[src/sv/ipv4_longest_prefix_router_assert.svh]
// Assertion macros shared by the router RTL.
`ifndef IPV4_LONGEST_PREFIX_ROUTER_ASSERT_SVH
`define IPV4_LONGEST_PREFIX_ROUTER_ASSERT_SVH

// Same-cycle implication, disabled while reset is low.
`define LPM_ASSERT_NOW(label, clk, rst_n, ante, cons) \
    label: assert property (@(posedge clk) disable iff (!rst_n) (ante) |-> (cons)) \
        else $error("router assertion failed");

// Next-cycle implication, disabled while reset is low.
`define LPM_ASSERT_NEXT(label, clk, rst_n, ante, cons) \
    label: assert property (@(posedge clk) disable iff (!rst_n) (ante) |=> (cons)) \
        else $error("router assertion failed");

`endif

[src/sv/ipv4lpm_pkg.sv]
`default_nettype none

package ipv4lpm_pkg;

    localparam int ADDR_W   = 32;
    localparam int LEN_W    = 6;
    localparam int TTL_W    = 8;
    localparam int IFACE_W  = 3;
    localparam int STATUS_W = 3;

    localparam logic [LEN_W-1:0]  MAX_LEN  = LEN_W'(32);
    localparam logic [ADDR_W-1:0] ALL_ONES = 32'hFFFF_FFFF;
    localparam logic [TTL_W-1:0]  TTL_MIN  = TTL_W'(1);

    localparam logic KIND_ADD   = 1'b0;
    localparam logic KIND_ROUTE = 1'b1;

    localparam logic [STATUS_W-1:0] ST_FORWARD = 3'd0;
    localparam logic [STATUS_W-1:0] ST_STORED  = 3'd1;
    localparam logic [STATUS_W-1:0] ST_TTL     = 3'd2;
    localparam logic [STATUS_W-1:0] ST_NOROUTE = 3'd3;
    localparam logic [STATUS_W-1:0] ST_FULL    = 3'd4;

    typedef struct packed {
        logic                kind;
        logic [ADDR_W-1:0]   rt_prefix;
        logic [LEN_W-1:0]    rt_len;
        logic                hop_present;
        logic [ADDR_W-1:0]   hop_address;
        logic [IFACE_W-1:0]  interface_index;
        logic [ADDR_W-1:0]   dest_address;
        logic [TTL_W-1:0]    ttl_in;
    } t_in;

    typedef struct packed {
        logic [STATUS_W-1:0] status;
        logic [IFACE_W-1:0]  out_interface;
        logic [ADDR_W-1:0]   next_hop_out;
        logic [TTL_W-1:0]    ttl_out;
    } t_out;

    typedef struct packed {
        logic [ADDR_W-1:0]  prefix;
        logic [LEN_W-1:0]   length;
        logic               hop_present;
        logic [ADDR_W-1:0]  hop;
        logic [IFACE_W-1:0] port;
    } t_entry;

    typedef enum logic [1:0] {
        S_IDLE,
        S_SCAN,
        S_FINISH
    } t_state;

    typedef struct packed {
        logic ready;
        logic start;
        logic scan;
        logic load_out;
    } t_cmd;

    typedef struct packed {
        logic need_scan;
        logic scan_busy;
        logic out_free;
    } t_sts;

    function automatic logic [ADDR_W-1:0] len_mask(logic [LEN_W-1:0] len);
        return ~(ALL_ONES >> len);
    endfunction

endpackage

`default_nettype wire

[src/sv/ipv4lpm_ctrl.sv]
`default_nettype none

module ipv4lpm_ctrl (
    input  wire logic              i_clk,
    input  wire logic              i_rst_n,
    input  wire logic              i_valid,
    input  wire ipv4lpm_pkg::t_sts i_sts,
    output ipv4lpm_pkg::t_cmd      o_cmd
);

    ipv4lpm_pkg::t_state r_state;
    ipv4lpm_pkg::t_state n_state;

    always_ff @(posedge i_clk) begin
        if (!i_rst_n) begin
            r_state <= ipv4lpm_pkg::S_IDLE;
        end else begin
            r_state <= n_state;
        end
    end

    always_comb begin
        n_state = r_state;
        case (r_state)
            ipv4lpm_pkg::S_IDLE: begin
                if (i_valid) begin
                    n_state = i_sts.need_scan ? ipv4lpm_pkg::S_SCAN : ipv4lpm_pkg::S_FINISH;
                end
            end
            ipv4lpm_pkg::S_SCAN: begin
                if (!i_sts.scan_busy) begin
                    n_state = ipv4lpm_pkg::S_FINISH;
                end
            end
            ipv4lpm_pkg::S_FINISH: begin
                if (i_sts.out_free) begin
                    n_state = ipv4lpm_pkg::S_IDLE;
                end
            end
            default: begin
                n_state = ipv4lpm_pkg::S_IDLE;
            end
        endcase
    end

    always_comb begin
        o_cmd = '0;
        case (r_state)
            ipv4lpm_pkg::S_IDLE: begin
                o_cmd.ready = 1'b1;
                o_cmd.start = i_valid;
            end
            ipv4lpm_pkg::S_SCAN: begin
                o_cmd.scan = 1'b1;
            end
            ipv4lpm_pkg::S_FINISH: begin
                o_cmd.load_out = i_sts.out_free;
            end
            default: begin
                o_cmd = '0;
            end
        endcase
    end

endmodule

`default_nettype wire

[src/sv/ipv4lpm_dp.sv]
`default_nettype none

`include "ipv4_longest_prefix_router_assert.svh"

module ipv4lpm_dp #(
    parameter int ROUTES = 16,
    parameter int PORTS  = 8
) (
    input  wire logic             i_clk,
    input  wire logic             i_rst_n,
    input  wire ipv4lpm_pkg::t_in i_data,
    input  wire logic             i_ready,
    input  wire ipv4lpm_pkg::t_cmd i_cmd,
    output ipv4lpm_pkg::t_sts     o_sts,
    output logic                  o_valid,
    output ipv4lpm_pkg::t_out     o_data
);

    localparam int IW = (ROUTES > 1) ? $clog2(ROUTES) : 1;
    localparam int CW = $clog2(ROUTES + 1);
    localparam logic [CW-1:0] ROUTES_C = CW'(ROUTES);

    ipv4lpm_pkg::t_entry r_mem [ROUTES];
    ipv4lpm_pkg::t_entry r_rd_data;

    logic [CW-1:0] r_count;
    logic [CW-1:0] r_issue;
    logic          r_cmp_valid;

    logic                               r_kind;
    logic                               r_full;
    logic [ipv4lpm_pkg::ADDR_W-1:0]     r_dest;
    logic [ipv4lpm_pkg::TTL_W-1:0]      r_ttl;

    logic                               r_found;
    logic [ipv4lpm_pkg::LEN_W-1:0]      r_best_len;
    logic [ipv4lpm_pkg::IFACE_W-1:0]    r_best_port;
    logic                               r_best_hop_present;
    logic [ipv4lpm_pkg::ADDR_W-1:0]     r_best_hop;

    logic              r_out_valid;
    ipv4lpm_pkg::t_out r_out;
    ipv4lpm_pkg::t_out n_out;

    logic [ipv4lpm_pkg::IFACE_W-1:0] w_port_tbl [8];
    logic [ipv4lpm_pkg::LEN_W-1:0]   w_len;
    ipv4lpm_pkg::t_entry             w_entry;
    logic                            w_wr_en;
    logic                            w_issue;
    logic                            w_match;
    logic                            w_better;
    logic                            w_out_fwd;
    logic                            w_out_quiet;

    for (genvar g = 0; g < 8; g++) begin : g_port_tbl
        assign w_port_tbl[g] = ipv4lpm_pkg::IFACE_W'(g % PORTS);
    end

    always_comb begin
        w_len = (i_data.rt_len > ipv4lpm_pkg::MAX_LEN) ?
                ipv4lpm_pkg::MAX_LEN : i_data.rt_len;
        w_entry.prefix      = i_data.rt_prefix & ipv4lpm_pkg::len_mask(w_len);
        w_entry.length      = w_len;
        w_entry.hop_present = i_data.hop_present;
        w_entry.hop         = i_data.hop_present ? i_data.hop_address : '0;
        w_entry.port        = w_port_tbl[i_data.interface_index];
    end

    assign w_wr_en  = i_cmd.start && (i_data.kind == ipv4lpm_pkg::KIND_ADD) &&
                      (r_count < ROUTES_C);
    assign w_issue  = i_cmd.scan && (r_issue < r_count);
    assign w_match  = (r_dest & ipv4lpm_pkg::len_mask(r_rd_data.length)) == r_rd_data.prefix;
    assign w_better = !r_found || (r_rd_data.length >= r_best_len);

    always_ff @(posedge i_clk) begin
        if (w_wr_en) begin
            r_mem[r_count[IW-1:0]] <= w_entry;
        end
        if (w_issue) begin
            r_rd_data <= r_mem[r_issue[IW-1:0]];
        end
    end

    always_ff @(posedge i_clk) begin
        if (!i_rst_n) begin
            r_count     <= '0;
            r_issue     <= '0;
            r_cmp_valid <= 1'b0;
            r_found     <= 1'b0;
            r_out_valid <= 1'b0;
        end else begin
            if (w_wr_en) begin
                r_count <= r_count + CW'(1);
            end
            if (i_cmd.start) begin
                r_issue     <= '0;
                r_cmp_valid <= 1'b0;
                r_found     <= 1'b0;
            end else begin
                if (w_issue) begin
                    r_issue <= r_issue + CW'(1);
                end
                r_cmp_valid <= w_issue;
                if (r_cmp_valid && w_match && w_better) begin
                    r_found <= 1'b1;
                end
            end
            if (i_cmd.load_out) begin
                r_out_valid <= 1'b1;
            end else if (i_ready) begin
                r_out_valid <= 1'b0;
            end
        end
    end

    always_ff @(posedge i_clk) begin
        if (i_cmd.start) begin
            r_kind <= i_data.kind;
            r_full <= (r_count >= ROUTES_C);
            r_dest <= i_data.dest_address;
            r_ttl  <= i_data.ttl_in;
        end
        if (!i_cmd.start && r_cmp_valid && w_match && w_better) begin
            r_best_len         <= r_rd_data.length;
            r_best_port        <= r_rd_data.port;
            r_best_hop_present <= r_rd_data.hop_present;
            r_best_hop         <= r_rd_data.hop;
        end
        if (i_cmd.load_out) begin
            r_out <= n_out;
        end
    end

    always_comb begin
        n_out = '0;
        if (r_kind == ipv4lpm_pkg::KIND_ADD) begin
            n_out.status = r_full ? ipv4lpm_pkg::ST_FULL : ipv4lpm_pkg::ST_STORED;
        end else if (r_ttl <= ipv4lpm_pkg::TTL_MIN) begin
            n_out.status = ipv4lpm_pkg::ST_TTL;
        end else if (!r_found) begin
            n_out.status = ipv4lpm_pkg::ST_NOROUTE;
        end else begin
            n_out.status        = ipv4lpm_pkg::ST_FORWARD;
            n_out.out_interface = r_best_port;
            n_out.next_hop_out  = r_best_hop_present ? r_best_hop : r_dest;
            n_out.ttl_out       = r_ttl - ipv4lpm_pkg::TTL_MIN;
        end
    end

    always_comb begin
        o_sts.need_scan = (i_data.kind == ipv4lpm_pkg::KIND_ROUTE) &&
                          (i_data.ttl_in > ipv4lpm_pkg::TTL_MIN);
        o_sts.scan_busy = (r_issue < r_count) || r_cmp_valid;
        o_sts.out_free  = !r_out_valid || i_ready;
    end

    assign o_valid = r_out_valid;
    assign o_data  = r_out;

    assign w_out_fwd   = r_out_valid && (r_out.status == ipv4lpm_pkg::ST_FORWARD);
    assign w_out_quiet = (r_out.out_interface == '0) && (r_out.next_hop_out == '0) &&
                         (r_out.ttl_out == '0);

    `LPM_ASSERT_NOW(a_count_bound, i_clk, i_rst_n, 1'b1, r_count <= ROUTES_C)
    `LPM_ASSERT_NEXT(a_count_only_on_add, i_clk, i_rst_n, !w_wr_en, $stable(r_count))
    `LPM_ASSERT_NOW(a_forward_ttl, i_clk, i_rst_n, w_out_fwd, r_out.ttl_out != '0)
    `LPM_ASSERT_NOW(a_quiet_fields, i_clk, i_rst_n, r_out_valid && !w_out_fwd, w_out_quiet)

endmodule

`default_nettype wire

[src/sv/ipv4_longest_prefix_router.sv]
// IPv4 longest-prefix router with a table of ROUTES entries held in a single-port memory.
// An add beat stores one route, or answers table full, and a datagram with a TTL of 0 or 1
// is dropped without a table scan; each of these goes straight to the output stage. A lookup
// reads the stored routes one per cycle from the memory and keeps the longest match, and
// its result then goes to the output register. A finished result waits in that register,
// and the next beat is taken while it waits; a further result waits until it is taken.
`default_nettype none

module ipv4_longest_prefix_router #(
    parameter int ROUTES = 16,
    parameter int PORTS  = 8
) (
    input  wire logic              i_clk,
    input  wire logic              i_rst_n,
    input  wire logic              i_valid,
    output logic                   o_ready,
    input  wire ipv4lpm_pkg::t_in  i_data,
    output logic                   o_valid,
    input  wire logic              i_ready,
    output ipv4lpm_pkg::t_out      o_data
);

    ipv4lpm_pkg::t_cmd w_cmd;
    ipv4lpm_pkg::t_sts w_sts;

    ipv4lpm_ctrl u_ctrl (
        .i_clk   (i_clk),
        .i_rst_n (i_rst_n),
        .i_valid (i_valid),
        .i_sts   (w_sts),
        .o_cmd   (w_cmd)
    );

    ipv4lpm_dp #(
        .ROUTES (ROUTES),
        .PORTS  (PORTS)
    ) u_dp (
        .i_clk   (i_clk),
        .i_rst_n (i_rst_n),
        .i_data  (i_data),
        .i_ready (i_ready),
        .i_cmd   (w_cmd),
        .o_sts   (w_sts),
        .o_valid (o_valid),
        .o_data  (o_data)
    );

    assign o_ready = w_cmd.ready;

endmodule

`default_nettype wire

[config.mk]
export PLATFORM = sky130hd
export DESIGN_NAME = ipv4_longest_prefix_router
export DESIGN_NICKNAME = d
export VERILOG_FILES = /design/src/sv/ipv4lpm_pkg.sv /design/src/sv/ipv4lpm_ctrl.sv /design/src/sv/ipv4lpm_dp.sv /design/src/sv/ipv4_longest_prefix_router.sv
export VERILOG_INCLUDE_DIRS = /design/src /design/src/sv
export SDC_FILE = /design/constraint.sdc
export NUM_CORES = 1
export LEC_CHECK = 0
export ABC_CLOCK_PERIOD_IN_PS = 8150
export BUFFER_PORTS_ARGS = -buffer_cell sky130_fd_sc_hd__buf_2
export CAP_MARGIN = 20
export CORE_AREA = 5 5 410 453
export CTS_CLUSTER_SIZE = 14
export DETAILED_ROUTE_END_ITERATION = 6
export DIE_AREA = 0 0 415 458
export SYNTH_ARGS = -nofsm -noshare
export SYNTH_HDL_FRONTEND = slang
export SYNTH_HIERARCHICAL = 1
export SYNTH_SLANG_ARGS = --single-unit
[constraint.sdc]
create_clock -name i_clk -period 8.15 [get_ports i_clk]
set_clock_uncertainty 0.15 [all_clocks]
set_input_delay 0.815 -clock i_clk [delete_from_list [all_inputs] [get_ports i_clk]]
set_output_delay 0.815 -clock i_clk [all_outputs]
set_load 0.05 [all_outputs]
After elaboration in Yosys (flattened, before gate mapping)

Memories as Yosys holds them, arrays and structs flattened. A register that Yosys moved wholly into a read port is not among the register bits.
Index checks and enable logic that the tools add are counted.

Input bits: 119
Memories kept: 2
Register bits: 145
Logic and storage cells: 89
ROM bits: 24
Bits in writable memories: 1184

Memory list:

| memory           | words | width | rd ports | clocked after memory_dff | wr ports | line             | text |
|---|---|---|---|---|---|---|---|
| u_dp.r_mem       | 16    | 74    | 1        | 1                        | 1        | ipv4lpm_dp.sv:23 | `ipv4lpm_pkg::t_entry r_mem [ROUTES];` |
| (name not given) | 8     | 3     | 1        | 0                        | 0        | ipv4lpm_dp.sv:66 | `w_entry.port = w_port_tbl[i_data.interface_index];` |

Add/sub/neg operators: 3
Muxes and demuxes: 21
Bitwise gates (word level): 9
Reduce and logical (&&, ||, !) cells: 20
Shift operators: 2
$lt $le $gt $ge: 8
Eq/ne operators: 6

Operators by type and width:

| operator                | number |
|---|---|
| $and A32 B32 Y32        | 2 |
| $mux W32                | 2 |
| $not A32 Y32            | 2 |
| $shr A32 B6 Y32 const A | 2 |
| $eq A32 B32 Y1          | 1 |
| $mux W3                 | 5 |
| $mux W2                 | 6 |
| $add A5 B1 Y5 const B   | 2 |
| $logic_and A1 B1 Y1     | 9 |
| $gt A8 B1 Y1 const B    | 1 |
| $le A8 B1 Y1 const B    | 1 |
| $sub A8 B1 Y8 const B   | 1 |
| $ge A6 B6 Y1            | 1 |
| $gt A6 B6 Y1 const B    | 1 |
| $mux W1                 | 6 |
| $mux W6                 | 1 |
| $pmux W2 S3             | 1 |
| $ge A5 B5 Y1 const B    | 1 |
| $lt A5 B5 Y1            | 1 |
| $lt A5 B5 Y1 const B    | 1 |
| $ge A4 B4 Y1 const B    | 1 |
| $ne A2 B2 Y1 const B    | 2 |
| $not A1 Y1              | 4 |
| $not A3 Y4              | 1 |
| 10 further kinds        | 14 |

Depth between registers and ports, before layout

Gate-level depths: netlist of the first run.

Depth after elaboration: 6
Depth in mapped cells: 10
Mapped depth without buffers: 9

By module

The synthesis of the first run kept the hierarchy.

By module, submodules not included:

| module       | cells an instance | area each (µm²) | instances |
|---|---|---|---|
| ipv4lpm_dp   | 2351              | 53700.3         | 1 |
| ipv4lpm_ctrl | 14                | 118.9           | 1 |

Worst setup path before layout of the first run

Ideal clock, no wire load.

Path kind: flip-flop to flip-flop
From: register u_ctrl.r_state[0]
To: memory u_dp/r_mem[3][0] in the netlist's numbering (enable)
Data arrival time: 8205 ps
Cell stages (with the launch flop): 6
Clock period less this slack: 8951 ps
Path slack: -801 ps
Cells stage by stage: dfxtp_1 nor2_1 and2_1 nor3b_1 nand2_1 nor3_1

RTL lines:

| element                | line               | text |
|---|---|---|
| start, declared        | ipv4lpm_ctrl.sv:11 | `ipv4lpm_pkg::t_state r_state;` |
| start signal, assigned | ipv4lpm_ctrl.sv:16 | `r_state <= ipv4lpm_pkg::S_IDLE;` |
| start signal, assigned | ipv4lpm_ctrl.sv:18 | `r_state <= n_state;` |
| end, declared          | ipv4lpm_dp.sv:23   |  |

==> impl.org, run 1 <==
** Worst setup path
- The worst setup path is launched from a register.
- Crit Path Class :: register to register
- The number of buffers and inverters on the critical path is 3.
- For the worst setup path, the data arrival time is 5.03 ns.
- STA classifies the critical path endpoint as a register.
- Critical path required time :: 8.39 ns
- The slowest stage of the critical path belongs to the cell nor3b_1.
- Of all nets on the critical path, the largest fanout is 47.
- Crit path top cell by count :: buf_4
- Broken down by cell family, the worst path's largest delay share belongs to simple AND/OR/NAND/NOR gates.
- Delay of the slowest cell on the worst path :: 0.91 ns
- The critical path goes through nor2_1 > and2_2 > buf_4 > nor3b_1 > nand2_1 > nor2_4 > buf_4 > buf_4.

** Finish
- Most common cell after layout, fill and taps aside :: edfxtp_1
- From synthesis to final layout, the design area changed by 16.2%.
- Multi-input combinational cell area :: 11400 um2
- In the final layout, flip-flops and latches occupy 42000 um2.
- After the last flow step, the layout net total stands at 2761.
- The library cells used most frequently in the layout, excluding fill and tap cells, are edfxtp_1 (1388), mux4_2 (370), buf_2 (166), clkbuf_16 (141), nor2_1 (73).
- Fill cells in the final layout number 16700.
- Fraction of final layout cells with drive strength greater than 1 :: 30.8%

** Global routing
- Global router's overall resource usage :: 13.8%
- Initial antenna violation count :: 19
- The first global-routing pass estimated 192000 um of wire.
- Global route total overflow :: 0
- Entering global routing, the biggest net connects 147 pins.
- The via count of the first global-routing pass was 25500.

** Detailed routing
- The detailed router finished its first iteration with 2639 violations.
- In the final routed layout, each cell accounts on average for 25.9 um.
- Vias :: 24800
- In the routed layout, each cell is associated on average with a via count of 4.81.
- The final layout contains routed wiring with a total length of 133000 um.
- First-pass detailed-route iteration total :: 5
- Number of design rule violations left after detail routing :: 0
- Once detail routing completed, the nets flagged for antenna violations numbered 0.

** Hold path
- In this run the worst hold path is classified as input port to register.

** Floorplanning
- Horizontal die dimension :: 415 um
- Once the floorplan was initialized, standard cells occupied 29.8% of the core.
- Core region area :: 181000 um2
- Row Count :: 164
- During I/O placement, the number of pins put on the boundary was 167.
- Die outline area :: 190000 um2
- Die height :: 458 um

** Timing
- Timing-limited maximum frequency :: 209 MHz
- Worst slew pin tran :: 1.12 ns
- Fin crit period :: 4.79 ns
- Setup repair after global routing left no endpoint under its margin.
- The final hold violation count came to 0.
- The final critical path takes up 58.8% of the cycle.
- Normalized max-slew margin :: 25.2%
- Adding up every negative setup slack in the final design gives 0 ns.
- The count of final max-slew check failures was 0.
- Final setup viols :: 0

** Synthesis
- Sequential share of the synthesized area :: 78.0%
- Top-area cell type share of the netlist area :: 77.4%
- Library cell with the largest summed area after synthesis :: edfxtp_1
- Counting flops and latches in the post-synthesis netlist gives 1403.
- Yosys mapped a number of flops with a built-in enable equal to 1388.
- Primary flip-flop cell chosen by synthesis mapping :: edfxtp_1
- The mapped netlist covers 53800 um2.
- During synthesis, Yosys emitted a total of 6 warnings.
- Synthesis produced a netlist with a net count of 2501.
- The netlist uses 66 different library cells.
- Ranked by total cell area, the synthesized netlist is headed by edfxtp_1 (77%), mux4_2 (15%), mux2i_1 (0.63%), clkbuf_1 (0.61%), nor2_1 (0.59%).
- A synthesized cell averages 22.8 um2.
- Cell count after synthesis :: 2365
- In the synthesized netlist the async set-or-reset flop fraction comes to 0%.

** Placed design
- Routability congestion estimate from global placement :: 0.837
- Hpwl dp :: 80200 um
- In this run the tool buffered the top-level ports with 166 buffer cells.

** CTS
- In this run the clock root is driven by a clkbuf_16.
- Number of buffers created by CTS :: 139
- TritonCTS built the clock tree.
- Later-pin clock latency in the skew report :: 0.76 ns
- In this run the deepest clock path goes through 3 buffers.
- Post-CTS repair changed the size of 0 cells.
- Hold repair after CTS inserted 0 buffers.
- Counting every sink on the clock net gives 1403.
- Post-CTS timing repair inserted 0 buffers for setup.
- Clock-pin slew of the registers on the worst-case setup and hold paths :: 0.06 ns
- CTS HTree Levels :: 4

** Run
- Maximum Capacitance Violations :: 0

** Power and ir drop
- The clock network accounts for 42.6% of the total power.
- Proportion of total power due to net switching :: 20.9%
- In this run the power density over the cells is 238 nW/um2.
- Power consumption :: 14.9 mW
- LEAKAGE :: 19.1 nW
- Combinational logic burns 3.2% of the power.
- Sequential power share :: 54.2%
- Peak VDD IR :: 0.218 mV
- P_sw :: 3.12 mW
- Internal cell power :: 11.8 mW

** Run status
- The run finished with clean final reports.
-- synthesized netlist by cell type, drive strengths merged (3+ instances only) --
cell type     n
o2111ai       3
xnor2        15
clkbuf       87
nand2        27
nor2         85
o21a         10
nand3         6
mux4        370
a22oi         3
a2111oi       4
nand2b       13
edfxtp     1388
nand4         8
or4           5
nor3         15
nor2b        21
dfxtp        15
nor4b         5
o211a         3
a21oi        30
a21boi       16
inv          35
buf          29
nand3b        5
and3          4
nor3b         3
o311a         3
xor2         12
mux2i        34
ha           17
and2         40
nor4          5
o21ai        24
-- per-layer routing --
metal / wire (um) / part of all wire, % / GRT usage, %
met4: 3960 / 3.0 / 4.54
met3: 6260 / 4.7 / 2.17
met1: 53900 / 40 / 17.8
met5: 60 / 0.045 / 0
met2: 69200 / 52 / 24.0
-- worst paths after layout --
path / from / to / slack (ns) / cells after the start
min reg2reg: u_dp/r_rd_data[9] / u_dp/r_best_hop[6] / 0.27 / 0
max reg2reg: u_ctrl/r_state[0] / u_dp/r_mem[7][64] / 3.36 / 8
max: u_ctrl/r_state[0] / u_dp/r_mem[7][64] / 3.36 / 8
min: i_data[11] / u_dp/r_dest[3] / 0.09 / 1
-- power groups by stage --
stage	combinational, mW	clock (mW)	sequential, mW
final	0.477	6.35	8.07
after global routing	0.511	6.81	8.07
after CTS	0.483	6.50	8.08
after detailed placement	0.483	0	8.23
after global placement	0.473	0	8.23
after floorplan	0.214	0	8.25
-- logic make-up (layout without fill, tap and decap cells) --
| group | Yosys count | in the layout | synth area share (%) |
|---|---|---|---|
| other | 0 | 5 | 0 |
| adders and majority gates | 17 | 17 | 0.395 |
| AOI/OAI and AO/OA | 115 | 115 | 1.49 |
| muxes | 404 | 404 | 16.1 |
| buffers and inverters | 151 | 521 | 1.09 |
| xor gates and xnor gates | 27 | 27 | 0.439 |
| DFF | 1403 | 1403 | 78.0 |
| and+or+nand+nor | 248 | 248 | 2.47 |
-- state kept, by name, summed over array words and instances, names as in the netlist, 5 cells and up --
name	count
u_dp/o_data	46
u_dp/r_rd_data	74
u_dp/r_issue	5
u_dp/r_best_len	6
u_dp/r_dest	32
u_dp/r_mem	1184
u_dp/r_best_hop	32
u_dp/r_ttl	8
u_dp/r_count	5
-- final cells by class --
type | count | area share, %
Antenna cell | 5 | 0.0200
Multi-Input combinational cell | 811 | 18.3
Timing Repair Buffer | 235 | 2.37
Clock inverter | 83 | 1.35
Inverter | 35 | 0.210
Sequential cell | 1403 | 67.2
Tap cell | 2407 | 4.82
Clock buffer | 168 | 5.81
-- stage by stage --
stage | setup WS (ns) | cell area (um2) | cells | hold WS (ns) | utilization (%)
finish | 3.36 | 62500 | 5147 | 0.0947 | 34.6
detailed placement | 2.93 | 57900 | 4881 | 0.255 | 32.1
floorplan | 1.15 | 53800 | 2365 | 0.250 | -
CTS | 3.31 | 62400 | 5132 | 0.0289 | 34.6
global route | 3.00 | 62500 | 5143 | 0.0554 | 34.6
global placement | 2.98 | 57900 | 4879 | 0.252 | 32.1
Power figures use the tool's default switching activity.
==> inputs of run 2 (changes only) <==
Settings changed: ABC_CLOCK_PERIOD_IN_PS 8150 to 4800.
Clock period 8.15 ns to 4.8 ns, I/O delays scaled along.
==> run 2 against run 1 <==
Flip-flop and latch count did not move. Register-to-register slack got worse by 2.5 ns. Routed wire length rose by 2.6%. Final cell count rose by 1.2%. Maximum frequency rose by 22%. Die area did not move. Clock-buffer cell count did not move. Hold slack improved by 0.036 ns. Global-route usage rose by 0.34 points. Clock power rose by 67%. Non-clock buffer count rose by 63. Critical path type unchanged. Critical endpoint is now u_dp/r_best_hop[26].
==> impl.org, run 2 (synthesis gave the netlist of run 1 again) <==
** Global routing
- The via count of the first global-routing pass is 26200.
- Global route total overflow :: 0
- The number of antenna violations at the first check in global routing came to 23.
- Maximum number of pins on one net before global-route repair :: 101
- The first global-routing pass estimated 195000 um of wire.
- Global router's overall resource usage :: 14.2%

** Run
- The tool flagged a number of max-cap violations equal to 0.

** Worst setup path
- STA puts the critical path data arrival time at 4.21 ns.
- Critical Path End Type :: register
- Kind of cell with the highest combined delay on the critical path :: simple AND/OR/NAND/NOR gates
- Delay of the slowest cell on the worst path :: 0.61 ns
- Worst path cell trace :: nor3_2 > a21oi_2 > a2111oi_2 > nand4_1 > or4_1 > or4_4 > nor3_4 > buf_12
- The critical path is of the register to register type.
- In this run the worst path has a maximum fanout of 34.
- Data on the critical path is required at its endpoint by 5.08 ns.
- The largest individual stage delay along the critical path comes from the cell edfxtp_1.
- Combined buffer and inverter count along the critical path :: 1
- STA classifies the critical path startpoint as a register.

** CTS
- The tree built by TritonCTS fans out to 1403 sinks.
- The longest clock path from root to sink contains 3 buffers.
- Clock-pin slew of the registers on the worst-case setup and hold paths :: 0.06 ns
- Later-pin clock latency in the skew report :: 0.77 ns
- TritonCTS clock tree :: yes
- # resized after CTS :: 0
- CTS HTree Levels :: 4
- Buffer type at the clock tree root :: clkbuf_16
- Buffers inserted during clock tree synthesis total 140.

** Timing
- Setup violations remaining at the end of the flow were counted as 0.
- Dividing the final minimum period by the clock period gives 81.8%.
- Normalized max-slew margin :: 24.9%
- Static timing analysis puts the maximum clock frequency at 255 MHz.
- After layout, the worst setup slack is 0.874 ns.
- The count of final max-slew check failures was 0.
- Setup repair after global routing left no endpoint under its margin.
- The final hold violation count is 0.
- Setup TNS :: 0 ns
- The smallest clock period supported by the final layout is computed as 3.93 ns.
- At the pin with the least slew margin, the transition time is 1.12 ns.

** Finish
- The library cell used most frequently in the layout, excluding fill and tap cells, is edfxtp_1.
- The register with the most flip-flops in the layout has 1184 of them.
- Highest-count cells in the layout ignoring fill and taps :: edfxtp_1 (1388), mux4_2 (370), buf_2 (166), clkbuf_16 (143), nor2_1 (72)
- Fraction of final layout cells with drive strength greater than 1 :: 30.7%
- For this run, the post-layout net count is 2825.
- Area overhead of the layout relative to synthesis :: 17.7%

** Floorplanning
- Initial Utilization :: 29.8%
- From bottom edge to top edge, the die measures 458 um.
- Horizontal die dimension :: 415 um
- In this run the core area contains 164 standard-cell rows.
- The die covers 190000 um2.
- The region available for standard cell placement spans 181000 um2.
- Pin placement for this block handled 167 I/O pins.

** Run status
- Result of the run :: completed

** Detailed routing
- Vias :: 25100
- For this run, the detailed router's first-pass iteration total came to 5.
- Number of design rule violations left after detail routing :: 0
- In this run, the number of DRC markers left after iteration 0 of detailed routing was 2386.
- DRT antenna net count :: 0
- Using the TritonRoute via totals, the vias-per-cell ratio works out to 4.82.
- Wirelength, routed :: 137000 um
- In the final routed layout, each cell accounts on average for 26.3 um.

** Power and ir drop
- For this design the ratio of total power to cell area is 397 nW/um2.
- Peak VDD IR :: 0.338 mV
- The analysis attributes to cell leakage a power of 19.5 nW.

** Placed design
- Number of buffers added on ports :: 166
- Summed over all nets, the half-perimeter wirelength after detailed placement is 81700 um.
- OpenSTA, run right after detailed placement, puts the worst setup slack at 0.896 ns.
- Routability-driven placement finished with a final weighted congestion of 0.829.

** Hold path
- The path class of the tightest hold or removal check is input port to register.
[run 2: cell count changes in the layout (fill, tap and decap cells not counted), moves of 4 or more]
cell / previous run / this run
dlygate4sd3_1: 0 / 50
clkinv_4: 0 / 5
buf_12: 10 / 31
inv_6: 8 / 3
bufinv_16: 13 / 9
buf_4: 57 / 51
[run 2: worst paths after layout]
kind / cells after the start / slack [ns] / start / to
max: 8 / 0.87 / u_dp/r_rd_data[39] / u_dp/r_best_hop[26]
min: 3 / 0.13 / i_data[91] / u_dp/r_mem[5][51]
max reg2reg: 8 / 0.87 / u_dp/r_rd_data[39] / u_dp/r_best_hop[26]
min reg2reg: 0 / 0.26 / u_dp/r_rd_data[20] / u_dp/r_best_hop[17]
[run 2: final cells by class]
type,instances,area [um2]
Sequential cell,1403,42000
Timing Repair Buffer,298,2330
Fill cell,16700,117000
Antenna cell,8,20.0
Tap cell,2407,3010
Clock buffer,168,3670
Clock inverter,80,752
Inverter,35,131
Multi-Input combinational cell,811,11400
[run 2: layer usage]
| metal | up-vias | part of all wire (%) | global-route usage, % |
|---|---|---|---|
| li1 | 10600 | - | - |
| met1 | 13500 | 38 | 17.0 |
| met2 | 757 | 52 | 24.9 |
| met3 | 249 | 4.8 | 2.51 |
| met4 | 6 | 4.9 | 6.66 |
| met5 | - | 0.029 | 0 |
[run 2: stage by stage]
stage | area [um2] | utilization [%] | hold slack [ns] | instances | total power, mW
after CTS | 63300 | 35.1 | 0.0690 | 5199 | 25.4
after floorplan | 54000 | - | 0.250 | 2365 | 14.4
after global routing | 63300 | 35.1 | 0.107 | 5204 | 26.0
after global placement | 58400 | 32.3 | 0.253 | 4900 | 14.8
after detailed placement | 58400 | 32.3 | 0.255 | 4901 | 14.8
final | 63300 | 35.1 | 0.131 | 5210 | 25.1
[run 2: repair_timing]
action / 4_1_cts / 5_1_grt
hold endpoints to repair: 98 / 0
hold buffers: 50 / 0
buffers inserted: 0 / 0
[run 2: worst register-to-register path: stages (launching register included)]
cell and delay [ns]:
edfxtp_1 0.61, nor3_2 0.58, a21oi_2 0.11, a2111oi_2 0.40, nand4_1 0.17, or4_1 0.46
or4_4 0.60, nor3_4 0.24, buf_12 0.26
[run 2: power breakdown]
| group | leakage, nW | internal, mW | switching (mW) |
|---|---|---|---|
| combinational | 4.50 | 0.269 | 0.584 |
| sequential | 12.8 | 13.6 | 0.0732 |
| clock | 2.17 | 5.99 | 4.60 |
| total | 19.5 | 19.9 | 5.26 |
==> inputs of run 3 (changes only) <==
Settings changed: ABC_AREA set to 1, ABC_CLOCK_PERIOD_IN_PS 4800 to 3300, CORE_AREA 5 5 410 453 to 5 5 416 459, DIE_AREA 0 0 415 458 to 0 0 421 464.
Clock period 4.8 ns to 3.3 ns, I/O delays scaled along.
==> run 3 against run 2 <==
The flow now finishes with violations (DRC). Critical endpoint is now u_dp/r_mem[14][64]. Critical path type is now input port to register. Synthesized area increased by 2.9%. Routed wire length increased by 9.1%. Global-route usage rose by 0.57 points. Sequential power up 45%. Utilization hardly changed. Worst setup slack lost 0.44 ns. Clock power rose by 41%. Largest power group unchanged. Flip-flop and latch count is the same. Design area rose by 2.7%. Die area is 2.8% higher.
==> impl.org, run 3 <==
** Run status
- Result of the run :: finished with violations
- The checks that failed: DRC.

** Finish
- The layout has 17600 filler cells.
- Highest-count cells in the layout ignoring fill and taps :: edfxtp_1 (1388), nor2_1 (716), nand2_1 (396), o21ai_0 (312), o32ai_1 (168)
- Most common cell after layout, fill and taps aside :: edfxtp_1
- Largest register FFs :: 1184
- In the final layout, the share of cells above drive strength 1 is 12.5%.
- Compared with the post-synthesis result, the final layout area differs by 17.5%.
- Net count of the finished layout :: 4398

** Placed design
- Number of buffers added on ports :: 166
- Routability congestion estimate from global placement :: 0.829
- Hpwl dp :: 88600 um

** Synthesis
- Number of warnings reported in the yosys synthesis log :: 6
- Most numerous cell in the Yosys netlist :: edfxtp_1
- After technology mapping, the gate count stands at 3985.
- Count of cell types in the netlist :: 42
- Commonest cells in the synthesized netlist :: edfxtp_1 (1388), nor2_1 (734), nand2_1 (397), o21ai_0 (312), o32ai_1 (168)
- Synth Register Bits :: 1403
- Cell Area, Synth :: 55400 um2
- Counting flops with an async set or reset pin after synthesis yields a share of 0%.
- After synthesis, the cell types taking the most area are edfxtp_1 (75%), nor2_1 (5.0%), o21ai_0 (2.8%), nand2_1 (2.7%), o32ai_1 (2.7%).
- Among all flip-flop cells after synthesis, the most frequent one is edfxtp_1.
- Post-synthesis average cell area :: 13.9 um2
- Of the synthesized area, sequential elements account for 75.8%.
- Summed over all instances, the cell type with the most area after synthesis is edfxtp_1.
- Top-area cell type share of the netlist area :: 75.3%
- Syn Nets :: 4121
- Number of flops mapped to enable cells by yosys :: 1388

** Timing
- The final hold violation count was 0.
- Worst slew pin tran :: 1.03 ns
- The count of final max-slew check failures came to 0.
- Setup TNS :: 0 ns
- RSZ-0062 raised after global routing :: no
- Headroom to the max-slew limit came out at 31.0%.
- Final setup viols :: 0
- Fin crit period :: 2.86 ns
- Timing would allow up to 349 MHz.
- The worst path uses 86.8% of the clock period.

** CTS
- Number of hold buffers added after CTS :: 74
- The tree is rooted in a clkbuf_16.
- TritonCTS clock tree :: yes
- Gates resized during post-CTS repair numbered 0.
- Clock-pin slew was measured on the worst setup and hold paths at 0.06 ns.
- The clock reaches the later pin of the worst-skew pair after 0.76 ns.
- In this run the post-CTS setup repair buffer count came out at 0.
- The number of clock buffers added by TritonCTS is 136.
- Counting along the longest clock path gives a buffer depth of 3.
- CTS HTree Levels :: 4
- Number of clock sinks :: 1403

** Run
- Maximum Capacitance Violations :: 0

** Power and ir drop
- Across the VDD grid, the largest voltage drop is 0.368 mV.
- In this run the power density over the cells is 557 nW/um2.
- For this design the static power due to leakage is 21.4 nW.
- Power consumption :: 36.3 mW

** Hold path
- Tightest Hold Check Type :: input port to register
- The worst hold path was traced through 3 stages.
- The startpoint identified for the worst hold timing path is i_data[49].
- The worst hold path terminates at u_dp/r_mem[6][9].

** Worst setup path
- STA classifies the critical path endpoint as a register.
- The slowest stage of the critical path is the dlygate4sd3_1 cell.
- Data arrives at the worst endpoint at 3.11 ns.
- The startpoint identified for the worst register-to-register timing path is u_dp/r_rd_data[39].
- On the worst path, the slowest cell contributes a delay of 0.65 ns.
- Worst path cell trace :: dlygate4sd3_1 > buf_2 > nor2_1 > dlygate4sd3_1 > buf_4 > nor2_1 > inv_1 > o211ai_1 > inv_1
- The critical path starts at i_data[81].
- End of the worst register-to-register path :: u_dp/r_best_hop[5]
- Largest fanout on the critical path :: 19
- STA classifies the critical path startpoint as an input port.
- Critical path required time :: 3.55 ns
- The critical path is of the input port to register type.
- Measured in cells, the most critical reg-to-reg path has a length of 8.
- The worst register-to-register path has a setup slack of 0.49 ns.

** Detailed routing
- The first detailed-routing pass ran for 7 iterations.
- The routed layout has 33800 vias.
- Routed WL per cell :: 21.9 um
- Using the TritonRoute via totals, the vias-per-cell ratio works out to 4.97.
- Drt first-iter violations :: 3151
- The count of nets left with antenna violations once routing finished came out at 0.
- Number of design rule violations left after detail routing :: 3
- The routed design has 149000 um of wire.

** Floorplanning
- The initial utilization of the core area, before any placement, comes to 29.9%.
- Die height :: 464 um
- The die covers 195000 um2.
- The die is 421 um wide.
- Row Count :: 166
- Core region area :: 185000 um2
- Pin placement for this block handled 167 I/O pins.

** Global routing
- After global routing the overflow that remains totals 0.
- Initial antenna violation count :: 10
- Vias in the first global route :: 32700
- Global router's overall resource usage :: 14.8%
- Maximum number of pins on one net before global-route repair :: 105
- The first global-routing pass estimated 220000 um of wire.
[run 3: cell types whose count changed in the layout (fill, tap and decap cells not counted), sizes merged, moves of 40 or more]
cell	previous run	this run
and2	40	0
buf	248	310
inv	43	143
mux2i	34	128
mux4	370	0
nand2	27	401
nand3	6	166
nor2	85	739
o21ai	24	316
o221ai	1	128
o32ai	0	168
[run 3: logic make-up (layout without fill, tap and decap cells)]
family	count (synthesis)	count (layout)	synth area share [%]
flops	1403	1403	75.8
simple gates	1338	1338	9.67
compound gates	715	715	8.70
buf+inv	380	762	3.04
mux	128	128	2.31
fa+ha+maj	17	17	0.384
xor+xnor	4	4	0.0633
other cells	0	4	0
[run 3: metal layers]
metal  GRT usage, %  share of wire (%)  up-vias
met5              0             0.0067        -
met4           3.97                2.3        2
met3           2.34                5.6      203
met2           24.5                 48     1072
met1           20.2                 44    17100
li1               -                  -    15400
[run 3: layout make-up]
type	count	area [um2]	area share, %
inverter	135	519	0.798
tap	2436	3050	4.68
clock inverter	81	647	0.994
antenna	4	10.0	0.0154
sequential	1403	42000	64.5
clock buffer	162	3580	5.51
multi-input combinational	2202	11900	18.3
timing repair buffer	384	3380	5.19
[run 3: through the flow]
step / setup slack, ns / instance area, um2 / util [%] / hold WS, ns / instances
after floorplan: -0.296 / 55500 / - / 0.250 / 3985
after CTS: 0.385 / 65100 / 35.1 / 0.00135 / 6803
after global routing: 0.283 / 65100 / 35.1 / 0.0530 / 6805
final: 0.437 / 65100 / 35.1 / 0.0516 / 6807
after global placement: 0.401 / 60100 / 32.4 / 0.252 / 6486
after detailed placement: 0.412 / 60100 / 32.4 / 0.256 / 6486
[run 3: critical path, delay by kind of cell]
kind	cells	cell delay [ns]
AOI/OAI and AO/OA	1	0.48
buffers and inverters	6	2.09
and+or+nand+nor	2	0.19
[run 3: worst max path at each step]
stage,endpoint,slack [ns],cells past startpoint
floorplan,u_dp/r_best_hop[0],-0.30,9
global placement,u_dp/r_best_port[2],0.40,8
CTS,u_dp/r_best_hop_present,0.38,8
global route,u_dp/r_best_hop_present,0.28,13
detailed placement,u_dp/r_best_port[2],0.41,8
finish,u_dp/r_mem[14][64],0.44,9
[run 3: power by group]
part	internal, mW	total, mW	leakage [nW]	switching [mW]
Sequential	19.8	19.9	12.8	0.111
Combinational	0.413	1.46	6.52	1.05
Clock	8.22	14.9	2.06	6.65
Total	28.5	36.3	21.4	7.81
